`src/design/ecmp_chan_if.sv`:
```
interface ecmp_chan_if #(
	parameter type payload_t = logic
);
	logic     valid;
	logic     ready;
	payload_t data;

	modport source (output valid, output data, input ready);
	modport sink   (input valid, input data, output ready);
endinterface

```
`src/design/ecmp_out_buf.sv`:
```
// Output register plus one skid entry; full stalls the pipeline.
module ecmp_out_buf #(
	parameter type payload_t = logic
) (
	input  logic         clk,
	input  logic         arst_n,
	input  logic         push,
	input  payload_t     push_data,
	output logic         full,
	ecmp_chan_if.source  egress
);

	payload_t out_q;
	payload_t skid_q;
	logic     out_v_q;
	logic     skid_v_q;
	logic     pop;
	logic     load_out;

	assign pop      = out_v_q && egress.ready;
	assign load_out = !out_v_q || pop;

	always_ff @(posedge clk or negedge arst_n) begin
		if (!arst_n) begin
			out_v_q  <= 1'b0;
			skid_v_q <= 1'b0;
		end else if (skid_v_q) begin
			if (pop) begin
				skid_v_q <= 1'b0;
			end
		end else if (load_out) begin
			out_v_q <= push;
		end else if (push) begin
			skid_v_q <= 1'b1;
		end
	end

	always_ff @(posedge clk) begin
		if (skid_v_q) begin
			if (pop) begin
				out_q <= skid_q;
			end
		end else if (load_out) begin
			out_q <= push_data;
		end else if (push) begin
			skid_q <= push_data;
		end
	end

	assign full         = skid_v_q;
	assign egress.valid = out_v_q;
	assign egress.data  = out_q;

endmodule

```
`src/flat_wrapper.sv`:
```
// flat-port wrapper written by rule: the top's interface ports become plain ports
module ecmp_out_buf_flat 
#(
	parameter type payload_t = logic
)
  (clk, arst_n, push, push_data, full, egress_valid, egress_data, egress_ready);
  ecmp_chan_if #(.payload_t(payload_t)) egress_i ();
  input  logic clk;
  input  logic arst_n;
  input  logic push;
  input  payload_t push_data;
  output logic full;
  output wire logic [$bits(egress_i.valid)-1:0] egress_valid;
  output wire logic [$bits(egress_i.data)-1:0] egress_data;
  input wire logic [$bits(egress_i.ready)-1:0] egress_ready;
  assign egress_valid = egress_i.valid;
  assign egress_data = egress_i.data;
  assign egress_i.ready = egress_ready;
  ecmp_out_buf #(.payload_t(payload_t)) u_core (.clk(clk), .arst_n(arst_n), .push(push), .push_data(push_data), .full(full), .egress(egress_i));
endmodule
```
`config.mk`:
```
export PLATFORM = sky130hd
export DESIGN_NAME = ecmp_out_buf_flat
export DESIGN_NICKNAME = d
export VERILOG_FILES = /design/src/design/ecmp_chan_if.sv /design/src/design/ecmp_out_buf.sv /design/src/flat_wrapper.sv
export SDC_FILE = /design/constraint.sdc
export NUM_CORES = 1
export LEC_CHECK = 0
export BUFFER_PORTS_ARGS = -buffer_cell sky130_fd_sc_hd__buf_2
export CAP_MARGIN = 10
export CORE_AREA = 2 2 39 41
export DETAILED_ROUTE_END_ITERATION = 8
export DIE_AREA = 0 0 41 43
export GPL_TIMING_DRIVEN = 0
export PLACE_DENSITY = 0.3
export REMOVE_ABC_BUFFERS = 1
export SYNTH_ARGS = -nofsm -noshare
export SYNTH_HDL_FRONTEND = slang
export SYNTH_SLANG_ARGS = --single-unit
```
`constraint.sdc`:
```
create_clock -name clk -period 1.1 [get_ports clk]
set_input_delay 0.165 -clock clk [delete_from_list [all_inputs] [get_ports clk]]
set_output_delay 0.165 -clock clk [all_outputs]
set_load 0.01 [all_outputs]
```
==> results.toml <==
[worst_setup_path]
cp_slowest_cell = "dfrtp_1"
critPathArrivalTime_ns = 0.99
cp.required_ns = 1.05
cpPeakStageDelay_ns = 0.43
end_kind = "register"
cp-start-kind = "register"
critPathBufInv = 0
worstSetupPathType = "reg -> reg"
critPathTopFamily = "flip-flops"
cp_max_fo = 7
cp_cell_sequence = "and4bb_2"

[grt]
grt_pass1_vias = 130
met3_usage_pct = 4.19
grt_util_met1_pct = 5.52
grt_util_met2_pct = 4.69
grt_remaining_overflow = 0
grt_pass1_wl_um = 538
antenna_found_initial = 0
busiest_layer = "met4"
grt_max_degree = 8
grt_util_all_layers_pct = 5.24

[route]
dr.pass1.iters = 4
num_vias = 139
routed_wl_um = 348
drc_errors = 0
wl_per_cell_um = 8.49
viasPerCell = 3.39
initialDrtViolationCount = 3
drtAntennaViolNets = 0

[timing]
setup_viol = 0
worst_pin_slew_ns = 0.199
rsz0062_at_grt = "no"
maxSlewViolCount = 0
fmax_mhz = 969
fin_crit_sh_pct = 93.8
timing.final.ws_setup_ns = 0.0685
finalSetupTns_ns = 0
period_needed_ns = 1.03
slew_headroom_pct = 86.7
hold_viol = 0
fin_skew_ns = 0.00879
hold_ws_ns = 0.117

[place]
gp_congestion = 0.593
hpwlAfterDp_um = 259
pre_cts_slack_ns = 0.0642
portBuffers = 7

[die]
die_area_mm2 = 0.00176
coreArea_mm2 = 0.00138
die_h_um = 43
num_rows = 14
io_pins = 8
start_util_pct = 12.4
die_w_um = 41

[finish]
drive_gt1_share_pct = 48.0
nets = 31
nFillCells = 152
antennaDiodeCount = 0
syn_to_final_growth_pct = 53.3

[min_path]
hp-class = "in -> reg"

[yosys]
yosys.area.top_type = "edfxtp_1"
syn_area_um2 = 171
avgSynthCellArea_um2 = 13.2
synthArstFlopShare_pct = 50.0
yosysWarnings = 0
synth_edf_count = 2
netlist-cell-type-count = 10
synth_top_area_share_pct = 35.0
ys_top_cells_by_count = "a21oi_1 (2), dfrtp_1 (2), edfxtp_1 (2)"
ys_seq_area_share_pct = 64.2
ys_top_cells_by_area = "edfxtp_1 (35%), dfrtp_1 (29%), and4bb_2 (7.3%)"
ys_seq_elements = 4
syn_inst = 13
ys.flop_type = "edfxtp_1"

[clock_network]
cts.htree.levels = 1
cts_resized = 0
cts_buffer_depth = 2
clock-sinks = 4
path_clk_slew_ns = 0.04
cts_setup_buffers = 0
cts-buffers-inserted = 3
cts-root-buf = "clkbuf_4"
clk-insertion-delay-late_ns = 0.24
cts_tree = "done"

[run_status]
status = "finished clean"

[power]
powerDensity_mw_per_mm2 = 2570
total_power_w = 0.000674
irDropWorstVdd_v = 0.000767
leakage_nw = 0.115

[run]
maxCapViolCount = 0
[cell type report]
class | count | area, µm² | area share [%]
sequential | 4 | 110 | 41.9
multi-input combinational | 8 | 57.6 | 21.9
timing repair buffer | 8 | 45.0 | 17.1
clock buffer | 4 | 26.3 | 10.0
tap | 16 | 20.0 | 7.62
inverter | 1 | 3.75 | 1.43
[layout by cell type (no fill, tap or decap)]
cell           n
buf_2          7
clkbuf_4       3
a21oi_1        2
edfxtp_1       2
dfrtp_1        2
nand2_1        1
o21ai_0        1
mux2_2         1
and4bb_2       1
inv_1          1
nand2b_1       1
a22o_1         1
clkbuf_1       1
dlygate4sd3_1  1
[per-layer routing]
layer  routed length [µm]  vias up
li1                     -       72
met2                  136        8
met3                   52        0
met1                  159       59
met5                    0        -
met4                    0        0
[sequential cells by signal, summed over array words and instances, names as in the netlist]
signal / flops
u_core.egress.data: 1
u_core.egress.valid: 1
u_core.full: 1
u_core.skid_q: 1
[logic make-up after synthesis]
family	synth area share (%)
AOI/OAI and AO/OA	13.9
buffers and inverters	2.19
DFF	64.2
muxes	6.57
and+or+nand+nor	13.1
[per-stage QoR]
stage          utilization, %  std cells  area [µm²]
2_1_floorplan               -         13         171
3_3_place_gp             16.4         36         226
3_5_place_dp             16.4         36         226
4_1_cts                  19.0         41         263
5_1_grt                  19.0         41         263
6_report                 19.0         41         263
[worst paths after layout]
check / startpoint / to / slack, ns / depth (start not counted)
max: u_core.full$_DFF_PN0_ / u_core.skid_q$_DFFE_PP_ / 0.07 / 1
min: push_data / u_core.skid_q$_DFFE_PP_ / 0.12 / 1
max reg2reg: u_core.full$_DFF_PN0_ / u_core.skid_q$_DFFE_PP_ / 0.07 / 1
min reg2reg: u_core.skid_q$_DFFE_PP_ / u_core.egress.data$_DFFE_PP_ / 0.55 / 1
max in group asynchronous: arst_n / u_core.egress.valid$_DFFE_PN0P_ / 0.75 / 2
min in group asynchronous: arst_n / u_core.full$_DFF_PN0_ / 0.25 / 2
[repair_timing]
item | 4_1_cts | 5_1_grt
hold buffers | 1 | 0
endpoints found under the hold margin | 2 | 0
setup endpoints to repair | 0 | 0
[report_power, final]
group	leakage [nW]	switching (W)	total, W	internal, W
sequential	0.0421	0.0000644	0.000289	0.000225
combinational	0.0577	0.0000849	0.000188	0.000103
clock	0.0150	0.0000608	0.000197	0.000136
total	0.115	0.000210	0.000674	0.000464
Power figures use the tool's default switching activity.
