<file path="config.mk">
export PLATFORM = sky130hd
export DESIGN_NAME = ecmp_div_stage
export DESIGN_NICKNAME = d
export VERILOG_FILES = /design/src/design/ecmp_pkg.sv /design/src/design/ecmp_div_stage.sv
export SDC_FILE = /design/constraint.sdc
export NUM_CORES = 1
export LEC_CHECK = 0
export BUFFER_PORTS_ARGS = -buffer_cell sky130_fd_sc_hd__buf_2
export CORE_UTILIZATION = 44
export DETAILED_ROUTE_END_ITERATION = 10
export PLACE_DENSITY = 0.86
export SLEW_MARGIN = 25
export SYNTH_ARGS = -nofsm -noshare
export SYNTH_HDL_FRONTEND = slang
export SYNTH_SLANG_ARGS = --single-unit
export TNS_END_PERCENT = 100
</file>
<file path="constraint.sdc">
create_clock -name clk -period 0.8 [get_ports clk]
set_input_delay 0.24 -clock clk [delete_from_list [all_inputs] [get_ports clk]]
set_output_delay 0.24 -clock clk [all_outputs]
set_load 0.05 [all_outputs]
</file>
<file path="src/design/ecmp_pkg.sv">
package ecmp_pkg;

	// field widths
	localparam int IDX_W    = 4;
	localparam int TIME_W   = 32;
	localparam int SPAN_W   = 16;
	localparam int CELL_W   = 8;
	localparam int OFFS_W   = 10;
	localparam int X_W      = 13;
	localparam int Y_W      = 12;

	// Q0.16 fraction, divider resolves DIV_STEPS quotient bits per stage
	localparam int Q_W        = 16;
	localparam int DIV_STEPS  = 2;
	localparam int DIV_STAGES = Q_W / DIV_STEPS;

	// smoothstep: 3 in Q.16, and 1.0 for the arrived case
	localparam int              T_W        = Q_W + 2;
	localparam logic [T_W-1:0]  EASE_THREE = T_W'(3 * (1 << Q_W));
	localparam logic [Q_W:0]    S_ONE      = (Q_W + 1)'(1 << Q_W);

	// configuration port
	localparam int CFG_IDX_W  = 8;
	localparam int CFG_DATA_W = 10;
	localparam logic [CFG_IDX_W-1:0] REG_CELL_PIXELS  = CFG_IDX_W'(0);
	localparam logic [CFG_IDX_W-1:0] REG_PANEL_OFFSET = CFG_IDX_W'(1);

	typedef struct packed {
		logic [IDX_W-1:0]  from_row;
		logic [IDX_W-1:0]  from_col;
		logic [IDX_W-1:0]  to_row;
		logic [IDX_W-1:0]  to_col;
		logic [TIME_W-1:0] begin_time;
		logic [SPAN_W-1:0] span;
		logic [TIME_W-1:0] now_time;
	} item_t;

	typedef struct packed {
		logic [X_W-1:0] pos_x;
		logic [Y_W-1:0] pos_y;
	} result_t;

	typedef struct packed {
		logic [CFG_IDX_W-1:0]  reg_index;
		logic [CFG_DATA_W-1:0] write_data;
	} cfg_write_t;

	// per-axis start point, distance to travel and direction
	typedef struct packed {
		logic [X_W-1:0] from_x;
		logic [X_W-1:0] dist_x;
		logic           neg_x;
		logic [Y_W-1:0] from_y;
		logic [Y_W-1:0] dist_y;
		logic           neg_y;
		logic           dest;
	} geom_t;

	// divider pipeline word
	typedef struct packed {
		logic [Q_W-1:0]    rem;
		logic [Q_W-1:0]    quo;
		logic [SPAN_W-1:0] span;
		geom_t             geom;
	} div_t;

endpackage

</file>
<file path="src/design/ecmp_div_stage.sv">
// One restoring-divider stage: DIV_STEPS quotient bits of el*2^16/span.
module ecmp_div_stage (
	input  logic            clk,
	input  logic            arst_n,
	input  logic            en,
	input  logic            in_valid,
	input  ecmp_pkg::div_t  in,
	output logic            out_valid,
	output ecmp_pkg::div_t  out
);

	logic [ecmp_pkg::Q_W-1:0] r;
	logic [ecmp_pkg::Q_W-1:0] q;
	logic [ecmp_pkg::Q_W:0]   r2;
	ecmp_pkg::div_t           d;
	ecmp_pkg::div_t           d_s1;
	logic                     v_s1;

	always_comb begin
		r  = in.rem;
		q  = in.quo;
		r2 = '0;
		for (int i = 0; i < ecmp_pkg::DIV_STEPS; i++) begin
			r2 = {r, 1'b0};
			if (r2 >= {1'b0, in.span}) begin
				r2 = r2 - {1'b0, in.span};
				q  = {q[ecmp_pkg::Q_W-2:0], 1'b1};
			end else begin
				q  = {q[ecmp_pkg::Q_W-2:0], 1'b0};
			end
			r = r2[ecmp_pkg::Q_W-1:0];
		end
		d      = in;
		d.rem  = r;
		d.quo  = q;
	end

	always_ff @(posedge clk or negedge arst_n) begin
		if (!arst_n) begin
			v_s1 <= 1'b0;
		end else if (en) begin
			v_s1 <= in_valid;
		end
	end

	always_ff @(posedge clk) begin
		if (en) begin
			d_s1 <= d;
		end
	end

	assign out_valid = v_s1;
	assign out       = d_s1;

endmodule

</file>
==> impl_metrics.sql <==
INSERT INTO impl_metrics (metric_group, metric, value, unit) VALUES
('status', 'status', 'finished with violations', ''),
('status', 'violated_checks', 'negative setup slack', ''),
('yosys', 'synth_top_area_cell', 'sky130_fd_sc_hd__edfxtp_1', ''),
('detailed_routing', 'drt_iter0_markers', '332', ''),
('flow_run', 'drv.max_cap_violation_count', '0', ''),
('place', 'routabilityCongestion', '0.921', ''),
('clock_tree', 'cts_root_buf', 'sky130_fd_sc_hd__clkbuf_16', ''),
('sta', 'worst-slew-pin-transition', '0.426', 'ns'),
('setup_path', 'max_stage_delay', '0.37', 'ns'),
('floorplan', 'design.core.area', '11000', 'um^2'),
('detailed_routing', 'wl_per_cell', '21.9', 'um'),
('yosys', 'synth_ff_type', 'sky130_fd_sc_hd__edfxtp_1', ''),
('setup_path', 'cp_num_cells', '18', ''),
('detailed_routing', 'detailed_router_iteration_count_before_antenna_repair', '5', ''),
('clock_tree', 'clock-sinks', '102', ''),
('clock_tree', 'clkLatencyLatePin', '0.35', 'ns'),
('setup_path', 'worstPathArrival', '4.17', 'ns'),
('sta', 'setup_violations', '121', ''),
('grt', 'number_of_antenna_violations_at_the_first_check_in_global_routing', '1', ''),
('place', 'post-dp-hpwl', '11900', 'um'),
('setup_path', 'worst_ep_required_time', '0.90', 'ns'),
('floorplan', 'dieHeight', '109', 'um'),
('setup_path', 'worstPathBufferInverterCount', '3', ''),
('sta', 'hold_viol', '0', ''),
('sta', 'slew_headroom', '0.713', ''),
('sta', 'worst_setup_margin', '-3.27', 'ns'),
('sta', 'clock-skew-final', '0', 'ns'),
('finish', 'final_nets', '841', ''),
('yosys', 'post_synth.cell_area_avg', '13.9', 'um^2'),
('yosys', 'yosysTopAreaCellShare', '0.603', ''),
('yosys', 'synthArstFlopShare', '0.00980', ''),
('setup_path', 'critical_path_cell_with_the_highest_stage_delay', 'sky130_fd_sc_hd__a2111oi_4', ''),
('power_and_ir_drop', 'power_per_cell_area', '2420', 'nW/um^2'),
('detailed_routing', 'post_drt_via_cell_ratio', '5.46', ''),
('yosys', 'leading_cell_type_by_number_of_instances_after_synthesis', 'sky130_fd_sc_hd__edfxtp_1', ''),
('yosys', 'synth.net_count', '498', ''),
('setup_path', 'crit_type', 'in -> reg', ''),
('yosys', 'synth_common_cells', 'sky130_fd_sc_hd__edfxtp_1 (101), sky130_fd_sc_hd__ha_1 (31), sky130_fd_sc_hd__a21oi_1 (26), sky130_fd_sc_hd__inv_1 (20), sky130_fd_sc_hd__nor2_1 (20)', ''),
('setup_path', 'worstPathMaxFanout', '7', ''),
('finish', 'num_antenna_cells', '0', ''),
('grt', 'via_count_of_the_first_global_routing_pass', '4800', ''),
('floorplan', 'ioPinCount', '207', ''),
('clock_tree', 'h_tree_level_count', '3', ''),
('clock_tree', 'clock_tree_from_tritoncts', 'built', ''),
('sta', 'maximum_achievable_frequency', '0.246', 'GHz'),
('setup_path', 'cp_cell_sequence', 'buf_4, ha_4, a21oi_4, o211ai_1, a211o_1, a31o_4, a21oi_4, inv_4, mux2_4, ha_4, a21o_1, a2111oi_4, o31ai_4, o22ai_2, o211a_1, o311a_4, buf_8, mux2_4', ''),
('detailed_routing', 'antenna_violating_nets_post_route', '0', ''),
('finish', 'finalInstanceArea', '8670', 'um^2'),
('yosys', 'mappedNetlistArea', '5030', 'um^2'),
('clock_tree', 'numCtsBuffers', '9', ''),
('sta', 'finalMaxSlewViolations', '0', ''),
('grt', 'globalRoute.totalOverflow', '0', ''),
('setup_path', 'cpLargestDelayFamily', 'compound AO/OA/AOI/OAI gates', ''),
('sta', 'fin_crit_sh', '5.08', ''),
('clock_tree', 'cts_max_path_buffers', '2', ''),
('finish', 'nFillCells', '571', ''),
('sta', 'fin_crit', '4.07', 'ns'),
('setup_path', 'setup.worst_path.end_class', 'flip-flop', ''),
('place', 'dp_slack', '-3.73', 'ns'),
('setup_path', 'reg2reg_depth', '1', ''),
('floorplan', 'dieWidth', '109', 'um'),
('yosys', 'syn_inst', '361', ''),
('grt', 'grt_start_max_net_pins', '23', ''),
('yosys', 'synthesis.yosys.warnings', '0', ''),
('finish', 'finish.utilization', '0.789', ''),
('finish', 'post_route_cells_drive_above_1_share', '0.601', ''),
('grt', 'track_usage', '0.308', ''),
('yosys', 'top_area_cells_in_the_synthesized_netlist', 'sky130_fd_sc_hd__edfxtp_1 (60%), sky130_fd_sc_hd__ha_1 (7.7%), sky130_fd_sc_hd__mux2_2 (3.8%)', ''),
('setup_path', 'crit_path_start_kind', 'input port', ''),
('power_and_ir_drop', 'cellLeakagePower', '3.84', 'nW'),
('detailed_routing', 'number_of_design_rule_violations_left_after_detail_routing', '0', '');
-- routing by layer --
layer | wire, um | track usage
met4 | 1060 | 0.171
met2 | 9330 | 0.540
met5 | 13 | 0
met3 | 1600 | 0.0783
met1 | 6580 | 0.339
-- area by class of cell --
type                    instances  area, um^2  share of cell area
multi-input cells             232        2200               0.253
well taps                     140         175              0.0202
inverters                      21         104              0.0120
clock buffers                  10         229              0.0264
clock inverters                 6        55.1             0.00635
repair buffers                338        2850               0.329
flip-flops and latches        102        3060               0.353
-- report_power, final --
| part | total (W) | internal (W) | leakage (nW) | switching (W) |
|---|---|---|---|---|
| clock | 0.00429 | 0.00217 | 0.133 | 0.00212 |
| sequential | 0.00710 | 0.00671 | 0.999 | 0.000393 |
| combinational | 0.00958 | 0.00443 | 2.71 | 0.00515 |
| total | 0.0210 | 0.0133 | 3.84 | 0.00766 |
-- metrics by stage --
stage	power, W	TNS, ns	hold slack (ns)	cells
final	0.0210	-92.94	0.0569	849
after global routing	0.0216	-96.86	0.0473	849
after CTS	0.0202	-91.10	0.0597	842
after detailed placement	0.0149	-82.01	0.0191	817
after global placement	0.0146	-78.51	0.0151	817
after floorplan	0.0121	-61.60	-0.0556	361
-- sequential cells by signal, summed over array words and instances (netlist names) --
| signal | cells |
|---|---|
| out_valid | 1 |
| out | 101 |
-- cells by family (layout without fill, tap and decap cells) --
group / Yosys count / in the layout / synth area share
flops: 102 / 102 / 0.608
compound gates: 89 / 89 / 0.119
simple gates: 61 / 61 / 0.0629
xor+xnor: 26 / 26 / 0.0453
mux: 24 / 24 / 0.0589
fa+ha+maj: 32 / 32 / 0.0811
buf+inv: 27 / 375 / 0.0249
-- cells in the final DEF, fill, tap and decap left out, drive strengths merged, types with 4 or more instances in the layout --
cell	Yosys	final
buf	3	337
edfxtp	101	101
ha	31	31
a21oi	29	29
mux2	24	24
inv	21	22
nor2	20	20
xnor2	19	19
o21ai	14	14
nand2	12	12
a21o	11	11
clkbuf	3	10
o21a	8	8
xor2	7	7
nand4	6	6
nand2b	5	5
nand3	4	4
o21bai	4	4
-- timing repair --
item / in CTS / in global routing
endpoints found under the setup margin: 120 / 121
hold buffers: 1 / 0
buffers inserted: 7 / 9
pin swaps: 14 / 23
hold endpoints to repair: 1 / 0
gates cloned: 1 / 0
resized for setup: 212 / 34
-- final timing paths --
path / startpoint / endpoint / slack [ns]
worst max-delay path: in[95] / out[92] / -3.27
worst min-delay path: in[80] / out[82] / 0.06
worst max register to register: out_valid / out_valid / -0.02
worst min register to register: out_valid / out_valid / 0.58
max in group asynchronous: arst_n / out_valid / 0.51
min in group asynchronous: arst_n / out_valid / 0.19
Note: power is estimated with default switching activity, not from simulation.
