===== src/design/ecmp_pkg.sv =====
package ecmp_pkg;

	// field widths
	localparam int IDX_W    = 4;
	localparam int TIME_W   = 32;
	localparam int SPAN_W   = 16;
	localparam int CELL_W   = 8;
	localparam int OFFS_W   = 10;
	localparam int X_W      = 13;
	localparam int Y_W      = 12;

	// Q0.16 fraction, divider resolves DIV_STEPS quotient bits per stage
	localparam int Q_W        = 16;
	localparam int DIV_STEPS  = 2;
	localparam int DIV_STAGES = Q_W / DIV_STEPS;

	// smoothstep: 3 in Q.16, and 1.0 for the arrived case
	localparam int              T_W        = Q_W + 2;
	localparam logic [T_W-1:0]  EASE_THREE = T_W'(3 * (1 << Q_W));
	localparam logic [Q_W:0]    S_ONE      = (Q_W + 1)'(1 << Q_W);

	// configuration port
	localparam int CFG_IDX_W  = 8;
	localparam int CFG_DATA_W = 10;
	localparam logic [CFG_IDX_W-1:0] REG_CELL_PIXELS  = CFG_IDX_W'(0);
	localparam logic [CFG_IDX_W-1:0] REG_PANEL_OFFSET = CFG_IDX_W'(1);

	typedef struct packed {
		logic [IDX_W-1:0]  from_row;
		logic [IDX_W-1:0]  from_col;
		logic [IDX_W-1:0]  to_row;
		logic [IDX_W-1:0]  to_col;
		logic [TIME_W-1:0] begin_time;
		logic [SPAN_W-1:0] span;
		logic [TIME_W-1:0] now_time;
	} item_t;

	typedef struct packed {
		logic [X_W-1:0] pos_x;
		logic [Y_W-1:0] pos_y;
	} result_t;

	typedef struct packed {
		logic [CFG_IDX_W-1:0]  reg_index;
		logic [CFG_DATA_W-1:0] write_data;
	} cfg_write_t;

	// per-axis start point, distance to travel and direction
	typedef struct packed {
		logic [X_W-1:0] from_x;
		logic [X_W-1:0] dist_x;
		logic           neg_x;
		logic [Y_W-1:0] from_y;
		logic [Y_W-1:0] dist_y;
		logic           neg_y;
		logic           dest;
	} geom_t;

	// divider pipeline word
	typedef struct packed {
		logic [Q_W-1:0]    rem;
		logic [Q_W-1:0]    quo;
		logic [SPAN_W-1:0] span;
		geom_t             geom;
	} div_t;

endpackage


===== src/design/ecmp_ease.sv =====
// Smoothstep of the fraction and blend of both axes, three register stages.
module ecmp_ease (
	input  logic               clk,
	input  logic               arst_n,
	input  logic               en,
	input  logic               in_valid,
	input  ecmp_pkg::div_t     in,
	output logic               out_valid,
	output ecmp_pkg::result_t  out
);

	localparam int PP_W = 2 * ecmp_pkg::Q_W;
	localparam int M_W  = PP_W + ecmp_pkg::T_W;
	localparam int S_W  = ecmp_pkg::Q_W + 1;
	localparam int MX_W = ecmp_pkg::X_W + S_W;
	localparam int MY_W = ecmp_pkg::Y_W + S_W;

	typedef struct packed {
		logic [PP_W-1:0]          pp;
		logic [ecmp_pkg::T_W-1:0] t;
		ecmp_pkg::geom_t          geom;
	} sq_t;

	typedef struct packed {
		logic [S_W-1:0]  s;
		ecmp_pkg::geom_t geom;
	} ss_t;

	typedef struct packed {
		logic [ecmp_pkg::X_W-1:0] mag_x;
		logic [ecmp_pkg::Y_W-1:0] mag_y;
		ecmp_pkg::geom_t          geom;
	} mag_t;

	sq_t                e1_d, e1_s1;
	ss_t                e2_d, e2_s2;
	mag_t               e3_d, e3_s3;
	logic               v_s1, v_s2, v_s3;
	logic [M_W-1:0]     m;
	logic [MX_W-1:0]    mx;
	logic [MY_W-1:0]    my;

	// p*p and 3-2p
	always_comb begin
		e1_d.pp   = PP_W'(in.quo) * PP_W'(in.quo);
		e1_d.t    = ecmp_pkg::EASE_THREE - ecmp_pkg::T_W'({in.quo, 1'b0});
		e1_d.geom = in.geom;
	end

	// s = p*p*(3-2p) >> 32; arrived items take s = 1.0
	always_comb begin
		m         = M_W'(e1_s1.pp) * M_W'(e1_s1.t);
		e2_d.s    = e1_s1.geom.dest ? ecmp_pkg::S_ONE
			: {1'b0, m[PP_W+ecmp_pkg::Q_W-1:PP_W]};
		e2_d.geom = e1_s1.geom;
	end

	// scaled distance, truncated
	always_comb begin
		mx         = MX_W'(e2_s2.geom.dist_x) * MX_W'(e2_s2.s);
		my         = MY_W'(e2_s2.geom.dist_y) * MY_W'(e2_s2.s);
		e3_d.mag_x = mx[ecmp_pkg::Q_W+ecmp_pkg::X_W-1:ecmp_pkg::Q_W];
		e3_d.mag_y = my[ecmp_pkg::Q_W+ecmp_pkg::Y_W-1:ecmp_pkg::Q_W];
		e3_d.geom  = e2_s2.geom;
	end

	always_ff @(posedge clk or negedge arst_n) begin
		if (!arst_n) begin
			v_s1 <= 1'b0;
			v_s2 <= 1'b0;
			v_s3 <= 1'b0;
		end else if (en) begin
			v_s1 <= in_valid;
			v_s2 <= v_s1;
			v_s3 <= v_s2;
		end
	end

	always_ff @(posedge clk) begin
		if (en) begin
			e1_s1 <= e1_d;
			e2_s2 <= e2_d;
			e3_s3 <= e3_d;
		end
	end

	// final add/subtract goes straight into the output register
	always_comb begin
		out.pos_x = e3_s3.geom.neg_x ? (e3_s3.geom.from_x - e3_s3.mag_x)
			: (e3_s3.geom.from_x + e3_s3.mag_x);
		out.pos_y = e3_s3.geom.neg_y ? (e3_s3.geom.from_y - e3_s3.mag_y)
			: (e3_s3.geom.from_y + e3_s3.mag_y);
	end

	assign out_valid = v_s3;

endmodule


===== config.mk =====
export PLATFORM = sky130hd
export DESIGN_NAME = ecmp_ease
export DESIGN_NICKNAME = d
export VERILOG_FILES = /design/src/design/ecmp_pkg.sv /design/src/design/ecmp_ease.sv
export SDC_FILE = /design/constraint.sdc
export NUM_CORES = 2
export LEC_CHECK = 0
export BUFFER_PORTS_ARGS = -buffer_cell sky130_fd_sc_hd__buf_2
export CORE_MARGIN = 4
export CORE_UTILIZATION = 60
export DETAILED_ROUTE_END_ITERATION = 8
export PLACE_DENSITY = 0.83
export SYNTH_ARGS = -nofsm -noshare
export SYNTH_HDL_FRONTEND = slang
export SYNTH_SLANG_ARGS = --single-unit

===== constraint.sdc =====
create_clock -name clk -period 8.6 [get_ports clk]
set_input_delay 0 -clock clk [delete_from_list [all_inputs] [get_ports clk]]
set_output_delay 0 -clock clk [all_outputs]
set_load 0.1 [all_outputs]

==> key figures <==
Worst setup path
  – Crit-path cells: buf_4 -> nand2_1 -> fa_1 -> inv_1 -> fa_1 -> fa_1 -> fa_1 -> fa_1 -> inv_1 -> fa_1 -> inv_1 -> ha_1 -> o21a_1 -> nor2_1 -> o21ai_0 -> and4_1 -> a221oi_2 -> or4_1 -> a21o_1 -> and3b_1
  – CP max FO: 18
  – Worst Setup End Kind: flop
  – Setup Crit Path Kind: reg -> reg
  – Kind of start point of the critical path: flop
  – Req. time, crit path: 8920 ps
  – Critical path startpoint: e1_s1[65]$_DFFE_PP_
  – Launch point of the worst reg-to-reg path: e1_s1[65]$_DFFE_PP_
  – Slowest CP cell: edfxtp_1
  – CP Data Arrival Time: 7620 ps
  – Max incr delay on CP: slightly below 1000 ps
  – Most used cell, CP: fa_1
  – Worst reg-to-reg path cell count: 20

Die
  – Initial Utilization: 0.605
  – Die area: between 0.07 and 0.08 sq mm
  – Row count: 99
  – Die Wd: between 200 and 300 um
  – Core Region: between 0.07 and 0.08 sq mm
  – Die extent in y: 279 um
  – Io pins: approximately 130

Run
  – Number of max-cap violations: 0

Finish
  – Share of cells above drive strength 1: 0.0409
  – P&R area growth vs syn: 6.56%
  – Fill cell count: 5634
  – Final Non-Filler Cells: 5575
  – Register Area: approximately 0.0067 sq mm
  – Area of the multi-input gates: roughly 0.033 sq mm
  – Number of diodes: 0
  – Nets: around 6000

Hold path
  – Hold Path Cell Cnt: 2
  – Worst Hold Launch: in[71]
  – Worst min-delay path class: in -> reg

STA
  – Final Hold Fails: 0
  – RSZ-0062 raised after global routing: no
  – Final worst-path cycle share: 0.849
  – TNS Setup: 0 ps
  – Maximum clock frequency: 0.137 GHz
  – Hold slack: 34.7 ps
  – Least-Margin Pin Slew: ~1100 ps
  – Final Skew: ~20 ps
  – Setup-failing EPs final: 0
  – Worst slew margin: 0.255
  – Final worst path period need: about 7300 ps
  – Slew Viols, Final: 0

Routing
  – DRC Markers: 0
  – Post-DRT Antenna Nets: 0
  – Vias per Instance: between 5 and 6
  – Post-Route WL: 97300 um
  – DR pass1 iterations: 5
  – Total number of vias: about 31000
  – WL/cell: approximately 17 um
  – Initial DRC count: ~1900

CTS
  – Clock Tree Buf Depth: 3
  – Post-CTS Setup Inserts: 0
  – CTS resizes: 0
  – CTS tree: yes
  – Max H-tree Level: 1
  – CTS Sinks: between 200 and 250
  – Worst-Skew Late Latency: ~570 ps
  – TritonCTS Buffers: 26
  – CTS clk-pin slew, worst paths: 60 ps
  – CTS root buf: clkbuf_16

Place
  – Post-DP HPWL: roughly 75000 um
  – Port Buffers: 98
  – GPL Wtd Cong: 0.902
  – DP Cell Count: ~5500

Yosys
  – EDFF count, synth: 221
  – Post-synth cell types: between 50 and 60
  – Synth Warn #: 0
  – Async set-or-reset flop fraction in the synthesized netlist: 0.0134
  – Main flop type after synthesis: edfxtp_1
  – Synthesized area: ~0.044 sq mm
  – Sequential-to-total area share from yosys stat: 0.152
  – Mapped Cells: ~4500
  – Seq cells post-synth: between 200 and 250
  – Syn avg cell area: approximately 9.7 sq um

Global routing
  – First-pass GRT wire length: around 160000 um
  – Largest net degree at the start of global routing: a little over 80
  – Number of global-route vias before repair: 34000
  – Initial antenna violation count: 1
  – Tot GR Track Use: 0.260
  – GRT Residual Overflow: 0

Outcome
  – Status: complete, no violations
## registers in the layout, indices dropped and copies added (netlist names)
register and flops:
e1_s1 100, e2_s2 69, e3_s3 52, out_valid 1, v_s1 1, v_s2 1
## layer usage
layer,global-route usage,part of all wire
met1,0.320,0.37
met2,0.463,0.51
met3,0.0388,0.077
met4,0.107,0.047
met5,0,0
## final cells by class
type	count	share of cell area
Clock buffer	27	0.0144
Clock inverter	21	0.00538
Tap cell	959	0.0256
Sequential cell	224	0.143
Timing Repair Buffer	202	0.0309
Multi-Input combinational cell	3044	0.693
Inverter	1098	0.0878
## through the flow
step | instance area (sq um) | setup WS [ps] | util
after floorplan | 44100 | 2360 | -
after global placement | 45400 | 1530 | 0.623
after detailed placement | 45400 | 1400 | 0.623
after CTS | 47000 | 1350 | 0.645
after global routing | 47000 | 1040 | 0.645
final | 47000 | 1290 | 0.645
## cells by family after synthesis
group | count (synthesis) | share of synthesized area
simple gates | 1323 | 0.143
buf+inv | 1287 | 0.110
fa+ha+maj | 1311 | 0.528
mux | 8 | 0.00199
xor+xnor | 135 | 0.0268
other cells | 2 | 0.000170
compound gates | 259 | 0.0380
flops | 224 | 0.152
## cells in the final DEF, fill, tap and decap left out, drive strengths merged, types with 11 or more instances in the layout
cell type       n
inv          1101
fa            916
nand2         672
and2          425
ha            395
edfxtp        221
buf           134
nor2          114
xnor2         101
a21oi          83
dlygate4sd3    68
a21o           43
o21ai          42
xor2           34
nor3           29
clkbuf         27
o21bai         16
nor2b          14
o21a           12
nand4          12
clkinv         12
nor4           11
nand3          11
## critical path: cells and delay by family (launching register included)
kind	cells	cell delay (ps)
adders and majority gates	7	3390
and+or+nand+nor	5	1160
DFF	1	980
AOI/OAI and AO/OA	4	960
buffers and inverters	4	530
## path summary, 6_finish.rpt
kind                                           endpoint  slack [ps]
worst min register to register      e2_s2[30]$_DFFE_PP_         420
max in group asynchronous         out_valid$_DFFE_PN0P_        8170
worst max register to register  e2_s2[68]$_SDFFCE_PP0P_        1290
min in group asynchronous              v_s1$_DFFE_PN0P_         290
worst max-delay path            e2_s2[68]$_SDFFCE_PP0P_        1290
worst min-delay path                e1_s1[56]$_DFFE_PP_          30
## synthesized netlist by cell type (3+ instances only)
cell,instances,area [sq um]
or4_1,4,30.0
nor4_1,11,68.8
nand2b_1,7,43.8
ha_1,395,4940
nand2_1,672,2520
o21ai_0,42,210
o41ai_1,5,43.8
a21boi_0,5,37.5
dfrtp_1,3,75.1
or2_2,3,18.8
a31oi_1,8,50.1
nand3_1,11,55.1
xor2_1,34,298
nor2b_1,14,87.6
o21a_1,12,90.1
xnor2_1,101,885
mux2_2,6,67.6
o31ai_1,10,75.1
and4_1,7,61.3
a211oi_1,9,67.6
o21bai_1,16,120
o211ai_1,4,30.0
and2_1,425,2660
and3_1,8,50.1
nor3_1,29,145
fa_1,916,18300
nor2_1,114,428
inv_1,1097,4120
nand4_1,12,75.1
edfxtp_1,221,6640
clkbuf_1,187,702
a21o_1,43,323
a21oi_1,83,415
## repair_timing
action | CTS | global route
hold buffers | 68 | 0
endpoints found under the setup margin | 0 | 0
endpoints found under the hold margin | 132 | 0
Power is left out: the tool's default activity adds up to more than one toggle a clock period on the data nets, which glitch-free logic cannot reach.
