--- config.mk ---
export PLATFORM = sky130hd
export DESIGN_NAME = ecmp_front
export DESIGN_NICKNAME = d
export VERILOG_FILES = /design/src/design/ecmp_pkg.sv /design/src/design/ecmp_front.sv
export SDC_FILE = /design/constraint.sdc
export NUM_CORES = 1
export LEC_CHECK = 0
export BUFFER_PORTS_ARGS = -buffer_cell sky130_fd_sc_hd__buf_2
export CAP_MARGIN = 20
export CELL_PAD_IN_SITES_DETAIL_PLACEMENT = 2
export CELL_PAD_IN_SITES_GLOBAL_PLACEMENT = 2
export CORE_ASPECT_RATIO = 1.1
export CORE_MARGIN = 8
export CORE_UTILIZATION = 41
export CTS_CLUSTER_SIZE = 16
export DETAILED_ROUTE_END_ITERATION = 10
export PLACE_DENSITY_LB_ADDON = 0.1
export SLEW_MARGIN = 20
export SYNTH_ARGS = -nofsm -noshare
export SYNTH_HDL_FRONTEND = slang
export SYNTH_SLANG_ARGS = --single-unit
--- constraint.sdc ---
create_clock -name clk -period 6.9 [get_ports clk]
set_clock_uncertainty 0.15 [all_clocks]
set_input_delay 1.38 -clock clk [delete_from_list [all_inputs] [get_ports clk]]
set_output_delay 1.38 -clock clk [all_outputs]
set_load 0.01 [all_outputs]
--- src/design/ecmp_pkg.sv ---
package ecmp_pkg;

	// field widths
	localparam int IDX_W    = 4;
	localparam int TIME_W   = 32;
	localparam int SPAN_W   = 16;
	localparam int CELL_W   = 8;
	localparam int OFFS_W   = 10;
	localparam int X_W      = 13;
	localparam int Y_W      = 12;

	// Q0.16 fraction, divider resolves DIV_STEPS quotient bits per stage
	localparam int Q_W        = 16;
	localparam int DIV_STEPS  = 2;
	localparam int DIV_STAGES = Q_W / DIV_STEPS;

	// smoothstep: 3 in Q.16, and 1.0 for the arrived case
	localparam int              T_W        = Q_W + 2;
	localparam logic [T_W-1:0]  EASE_THREE = T_W'(3 * (1 << Q_W));
	localparam logic [Q_W:0]    S_ONE      = (Q_W + 1)'(1 << Q_W);

	// configuration port
	localparam int CFG_IDX_W  = 8;
	localparam int CFG_DATA_W = 10;
	localparam logic [CFG_IDX_W-1:0] REG_CELL_PIXELS  = CFG_IDX_W'(0);
	localparam logic [CFG_IDX_W-1:0] REG_PANEL_OFFSET = CFG_IDX_W'(1);

	typedef struct packed {
		logic [IDX_W-1:0]  from_row;
		logic [IDX_W-1:0]  from_col;
		logic [IDX_W-1:0]  to_row;
		logic [IDX_W-1:0]  to_col;
		logic [TIME_W-1:0] begin_time;
		logic [SPAN_W-1:0] span;
		logic [TIME_W-1:0] now_time;
	} item_t;

	typedef struct packed {
		logic [X_W-1:0] pos_x;
		logic [Y_W-1:0] pos_y;
	} result_t;

	typedef struct packed {
		logic [CFG_IDX_W-1:0]  reg_index;
		logic [CFG_DATA_W-1:0] write_data;
	} cfg_write_t;

	// per-axis start point, distance to travel and direction
	typedef struct packed {
		logic [X_W-1:0] from_x;
		logic [X_W-1:0] dist_x;
		logic           neg_x;
		logic [Y_W-1:0] from_y;
		logic [Y_W-1:0] dist_y;
		logic           neg_y;
		logic           dest;
	} geom_t;

	// divider pipeline word
	typedef struct packed {
		logic [Q_W-1:0]    rem;
		logic [Q_W-1:0]    quo;
		logic [SPAN_W-1:0] span;
		geom_t             geom;
	} div_t;

endpackage

--- src/design/ecmp_front.sv ---
// Two front stages: cell centres and time window, then per-axis distance.
module ecmp_front (
	input  logic                           clk,
	input  logic                           arst_n,
	input  logic                           en,
	input  logic                           in_valid,
	input  ecmp_pkg::item_t                item,
	input  logic [ecmp_pkg::CELL_W-1:0]    cell_pixels,
	input  logic [ecmp_pkg::OFFS_W-1:0]    panel_offset,
	output logic                           out_valid,
	output ecmp_pkg::div_t                 out
);

	typedef struct packed {
		logic [ecmp_pkg::X_W-1:0]    sx;
		logic [ecmp_pkg::X_W-1:0]    dx;
		logic [ecmp_pkg::Y_W-1:0]    sy;
		logic [ecmp_pkg::Y_W-1:0]    dy;
		logic                        dest;
		logic [ecmp_pkg::Q_W-1:0]    el;
		logic [ecmp_pkg::SPAN_W-1:0] span;
	} front_t;

	localparam int PROD_W = ecmp_pkg::IDX_W + ecmp_pkg::CELL_W;

	logic [PROD_W-1:0]             prod_fc, prod_tc, prod_fr, prod_tr;
	logic [ecmp_pkg::CELL_W-1:0]   half_cell;
	logic [ecmp_pkg::TIME_W:0]     end_time;
	logic [ecmp_pkg::TIME_W-1:0]   diff;
	logic                          started;
	logic                          arrived;
	front_t                        f1_d;
	front_t                        f1_s1;
	logic                          v_s1;
	ecmp_pkg::div_t                f2_d;
	ecmp_pkg::div_t                f2_s2;
	logic                          v_s2;

	// stage 1: centres and time window
	always_comb begin
		prod_fc   = PROD_W'(item.from_col) * PROD_W'(cell_pixels);
		prod_tc   = PROD_W'(item.to_col) * PROD_W'(cell_pixels);
		prod_fr   = PROD_W'(item.from_row) * PROD_W'(cell_pixels);
		prod_tr   = PROD_W'(item.to_row) * PROD_W'(cell_pixels);
		half_cell = cell_pixels >> 1;
		end_time  = {1'b0, item.begin_time} + (ecmp_pkg::TIME_W + 1)'(item.span);
		diff      = item.now_time - item.begin_time;
		started   = item.now_time > item.begin_time;
		arrived   = (item.span == '0) || ({1'b0, item.now_time} >= end_time);

		f1_d.sx   = ecmp_pkg::X_W'(prod_fc) + ecmp_pkg::X_W'(half_cell)
			+ ecmp_pkg::X_W'(panel_offset);
		f1_d.dx   = ecmp_pkg::X_W'(prod_tc) + ecmp_pkg::X_W'(half_cell)
			+ ecmp_pkg::X_W'(panel_offset);
		f1_d.sy   = ecmp_pkg::Y_W'(prod_fr) + ecmp_pkg::Y_W'(half_cell);
		f1_d.dy   = ecmp_pkg::Y_W'(prod_tr) + ecmp_pkg::Y_W'(half_cell);
		f1_d.dest = arrived;
		// inside the window the elapsed time is below span, so 16 bits hold it
		f1_d.el   = started ? diff[ecmp_pkg::Q_W-1:0] : '0;
		f1_d.span = item.span;
	end

	// stage 2: per-axis distance and direction, divider seed
	always_comb begin
		f2_d.rem         = f1_s1.el;
		f2_d.quo         = '0;
		f2_d.span        = f1_s1.span;
		f2_d.geom.from_x = f1_s1.sx;
		f2_d.geom.neg_x  = f1_s1.dx < f1_s1.sx;
		f2_d.geom.dist_x = f2_d.geom.neg_x ? (f1_s1.sx - f1_s1.dx) : (f1_s1.dx - f1_s1.sx);
		f2_d.geom.from_y = f1_s1.sy;
		f2_d.geom.neg_y  = f1_s1.dy < f1_s1.sy;
		f2_d.geom.dist_y = f2_d.geom.neg_y ? (f1_s1.sy - f1_s1.dy) : (f1_s1.dy - f1_s1.sy);
		f2_d.geom.dest   = f1_s1.dest;
	end

	always_ff @(posedge clk or negedge arst_n) begin
		if (!arst_n) begin
			v_s1 <= 1'b0;
			v_s2 <= 1'b0;
		end else if (en) begin
			v_s1 <= in_valid;
			v_s2 <= v_s1;
		end
	end

	always_ff @(posedge clk) begin
		if (en) begin
			f1_s1 <= f1_d;
			f2_s2 <= f2_d;
		end
	end

	assign out_valid = v_s2;
	assign out       = f2_s2;

endmodule

==> results.py <==
metrics = {
    "run_status": {
        "status": "complete, no violations",
    },
    "layout": {
        "final_cell_area_mm2": 0.0172,
        "finalNetCount": 2056,
        "syn_to_final_growth_pct": 13.8,
        "drive_above_1_share": 0.156,
        "antenna_cells": 0,
    },
    "timing": {
        "post-route-min-period_ns": 5.28,
        "drv_slew": 0,
        "setup_tns_ns": 0,
        "fmax_mhz": 189,
        "slew_headroom": 0.384,
        "rsz0062_at_grt": "false",
        "setup_violations": 0,
        "finalCritPeriodShare": 0.765,
        "hold_viol_final": 0,
        "tightest_slew_ns": 0.921,
    },
    "min_path": {
        "worst_hold_startpoint": "f1_s1[23]",
        "hold_end": "out[92]",
        "hold_depth": 0,
        "hp-class": "reg -> reg",
    },
    "global_routing": {
        "grt_max_degree": 65,
        "grt_overflow": 0,
        "grt_pass1_wl_um": 70600,
        "antenna_found_initial": 4,
        "first_global_vias": 13373,
        "grt_usage": 0.207,
    },
    "power": {
        "powerDensity_mw_per_mm2": 336,
        "irDropWorstVdd_v": 0.000157,
        "cellLeakagePower_nw": 8.23,
    },
    "floorplanning": {
        "io_pins": 220,
        "fp.dieH_um": 217,
        "core_mm2": 0.0363,
        "die-area_mm2": 0.0432,
        "start_util": 0.416,
        "die_w_um": 199,
        "std_cell_rows": 73,
    },
    "logic_synthesis": {
        "ys_ff_latch": 170,
        "synth_cells": 1430,
        "synth_edf_count": 168,
        "ys_seq_area_frac": 0.338,
        "synthDistinctLibCells": 69,
        "syn-mean-instance-area_um2": 10.6,
        "synth_top_flop_cell": "edfxtp_1",
        "async_flop_share": 0.0118,
        "yosys_warnings": 0,
        "syn_area_mm2": 0.0151,
    },
    "routing": {
        "drcViolationCount": 0,
        "drt_iter0_drc": 302,
        "ant_nets": 0,
        "vias_per_cell": 5.27,
        "vias": 11233,
        "firstDrtPassIters": 4,
        "avgRoutedWirePerCell_um": 20.5,
        "routed_wl_um": 43700,
    },
    "clocking": {
        "cts_resized": 0,
        "cts_tree": "done",
        "cts-root-buf": "clkbuf_16",
        "cts_inserted_buffers": 17,
        "cts_setup_buffers": 0,
        "insertion_delay_ns": 0.45,
        "hold_buffers": 0,
        "h-tree-depth": 4,
        "clkSlewWorstSetupHoldPaths_ns": 0.07,
        "numClockSinks": 170,
        "clk_path_buf_depth": 2,
    },
    "placement": {
        "io_buffers": 203,
        "place_hpwl_um": 35000,
        "gp_congestion": 0.811,
        "placed_area_mm2": 0.0166,
    },
    "critical_path": {
        "worstPathMaxFanout": 18,
        "reg2reg_from": "f1_s1[72]",
        "r2r_end": "out[38]",
        "r2r_cells": 8,
        "worstPathArrival_ns": 5.32,
        "start_kind": "input port",
        "critPathRequiredTime_ns": 6.94,
        "crit_path_end_kind": "flop",
        "ff2ff_setup_slack_ns": 3.51,
        "crit_type": "in -> reg",
    },
    "run": {
        "max-cap-violations": 0,
    },
}
==> worst max-delay path, cell delays in order <==
cell and delay (ns):
buf_2 0.34, inv_1 0.23, fa_1 0.59, fa_1 0.45, fa_1 0.62, inv_1 0.06
ha_1 0.28, a21o_1 0.15, a21oi_1 0.23, o21ai_0 0.13, a21oi_1 0.25, o21ai_1 0.15
a21o_1 0.19, a21oi_1 0.16, xor2_1 0.09
==> Yosys cell counts, types with 17 or more instances <==
cell	number	area (um^2)
fa_1	100	2000
o21a_1	19	143
nor2b_1	18	113
buf_4	19	143
xnor2_1	55	482
a21oi_1	94	470
edfxtp_1	168	5040
ha_1	208	2600
and2_1	55	344
nor2_1	59	221
xor2_1	33	289
o21ai_0	41	205
mux2i_1	17	170
inv_1	200	751
a21o_1	49	368
nand4_1	19	119
nor3_1	21	105
nand2_1	106	398
==> sequential cells by signal (all words and copies together), names as in the netlist <==
signal,flops
out,85
f1_s1,83
v_s1,1
out_valid,1
==> logic make-up (layout without fill, tap and decap cells) <==
logic type,count (synthesis),after routing,synth area share
other,1,16,0.000249
buffers and inverters,240,438,0.0665
adders and majority gates,308,308,0.305
and+or+nand+nor,327,327,0.107
muxes,19,19,0.0128
AOI/OAI and AO/OA,277,277,0.119
DFF,170,170,0.338
xor gates and xnor gates,88,88,0.0511
==> where the power goes <==
part / switching [mW] / internal [mW] / total [mW]
logic: 1.76 / 1.25 / 3.01
clock network: 0.477 / 0.551 / 1.03
registers: 0.138 / 1.59 / 1.72
==> per-stage QoR <==
| stage | total power, mW | utilization | setup slack [ns] | hold WS [ns] | cells |
|---|---|---|---|---|---|
| detailed placement | 4.75 | 0.457 | 1.08 | 0.257 | 2098 |
| CTS | 5.85 | 0.473 | 1.59 | 0.273 | 2130 |
| global placement | 4.55 | 0.456 | 1.23 | 0.251 | 2097 |
| finish | 5.76 | 0.473 | 1.62 | 0.269 | 2130 |
| global route | 6.22 | 0.473 | 1.25 | 0.278 | 2130 |
| floorplan | 3.85 | - | 1.53 | 0.250 | 1445 |
==> how the worst max path moves through the flow <==
stage                        start   endpoint  slack [ns]
floorplan           cell_pixels[3]  f1_s1[68]        1.53
global placement    cell_pixels[4]  f1_s1[68]        1.23
detailed placement  cell_pixels[4]  f1_s1[68]        1.08
CTS                 cell_pixels[4]  f1_s1[68]        1.59
global route        cell_pixels[2]  f1_s1[69]        1.25
finish              cell_pixels[4]  f1_s1[68]        1.62
==> routing by layer <==
layer  vias to the layer above  global-route usage  part of all wire
li1                       5283                   -                 -
met1                      5689               0.220              0.39
met2                       202               0.398              0.54
met3                        53              0.0520             0.047
met4                         6              0.0561             0.020
met5                         -                   0            0.0010
==> placed cells by master (no fill, tap or decap), types with 17 or more instances in the layout <==
master	instances
ha_1	208
buf_2	202
inv_1	200
edfxtp_1	168
nand2_1	106
fa_1	100
a21oi_1	94
nor2_1	59
and2_1	55
xnor2_1	55
a21o_1	49
o21ai_0	41
xor2_1	33
nor3_1	21
o21a_1	19
nand4_1	19
nor2b_1	18
mux2i_1	17
clkbuf_16	17
==> final cells by class <==
cell class | count | area, um^2
sequential | 170 | 5090
fill | 3881 | 19100
multi-input combinational | 1035 | 9060
inverter | 200 | 751
clock buffer | 17 | 425
clock inverter | 15 | 186
timing repair buffer | 206 | 1040
tap | 487 | 609
(Power assumes the default switching activity.)
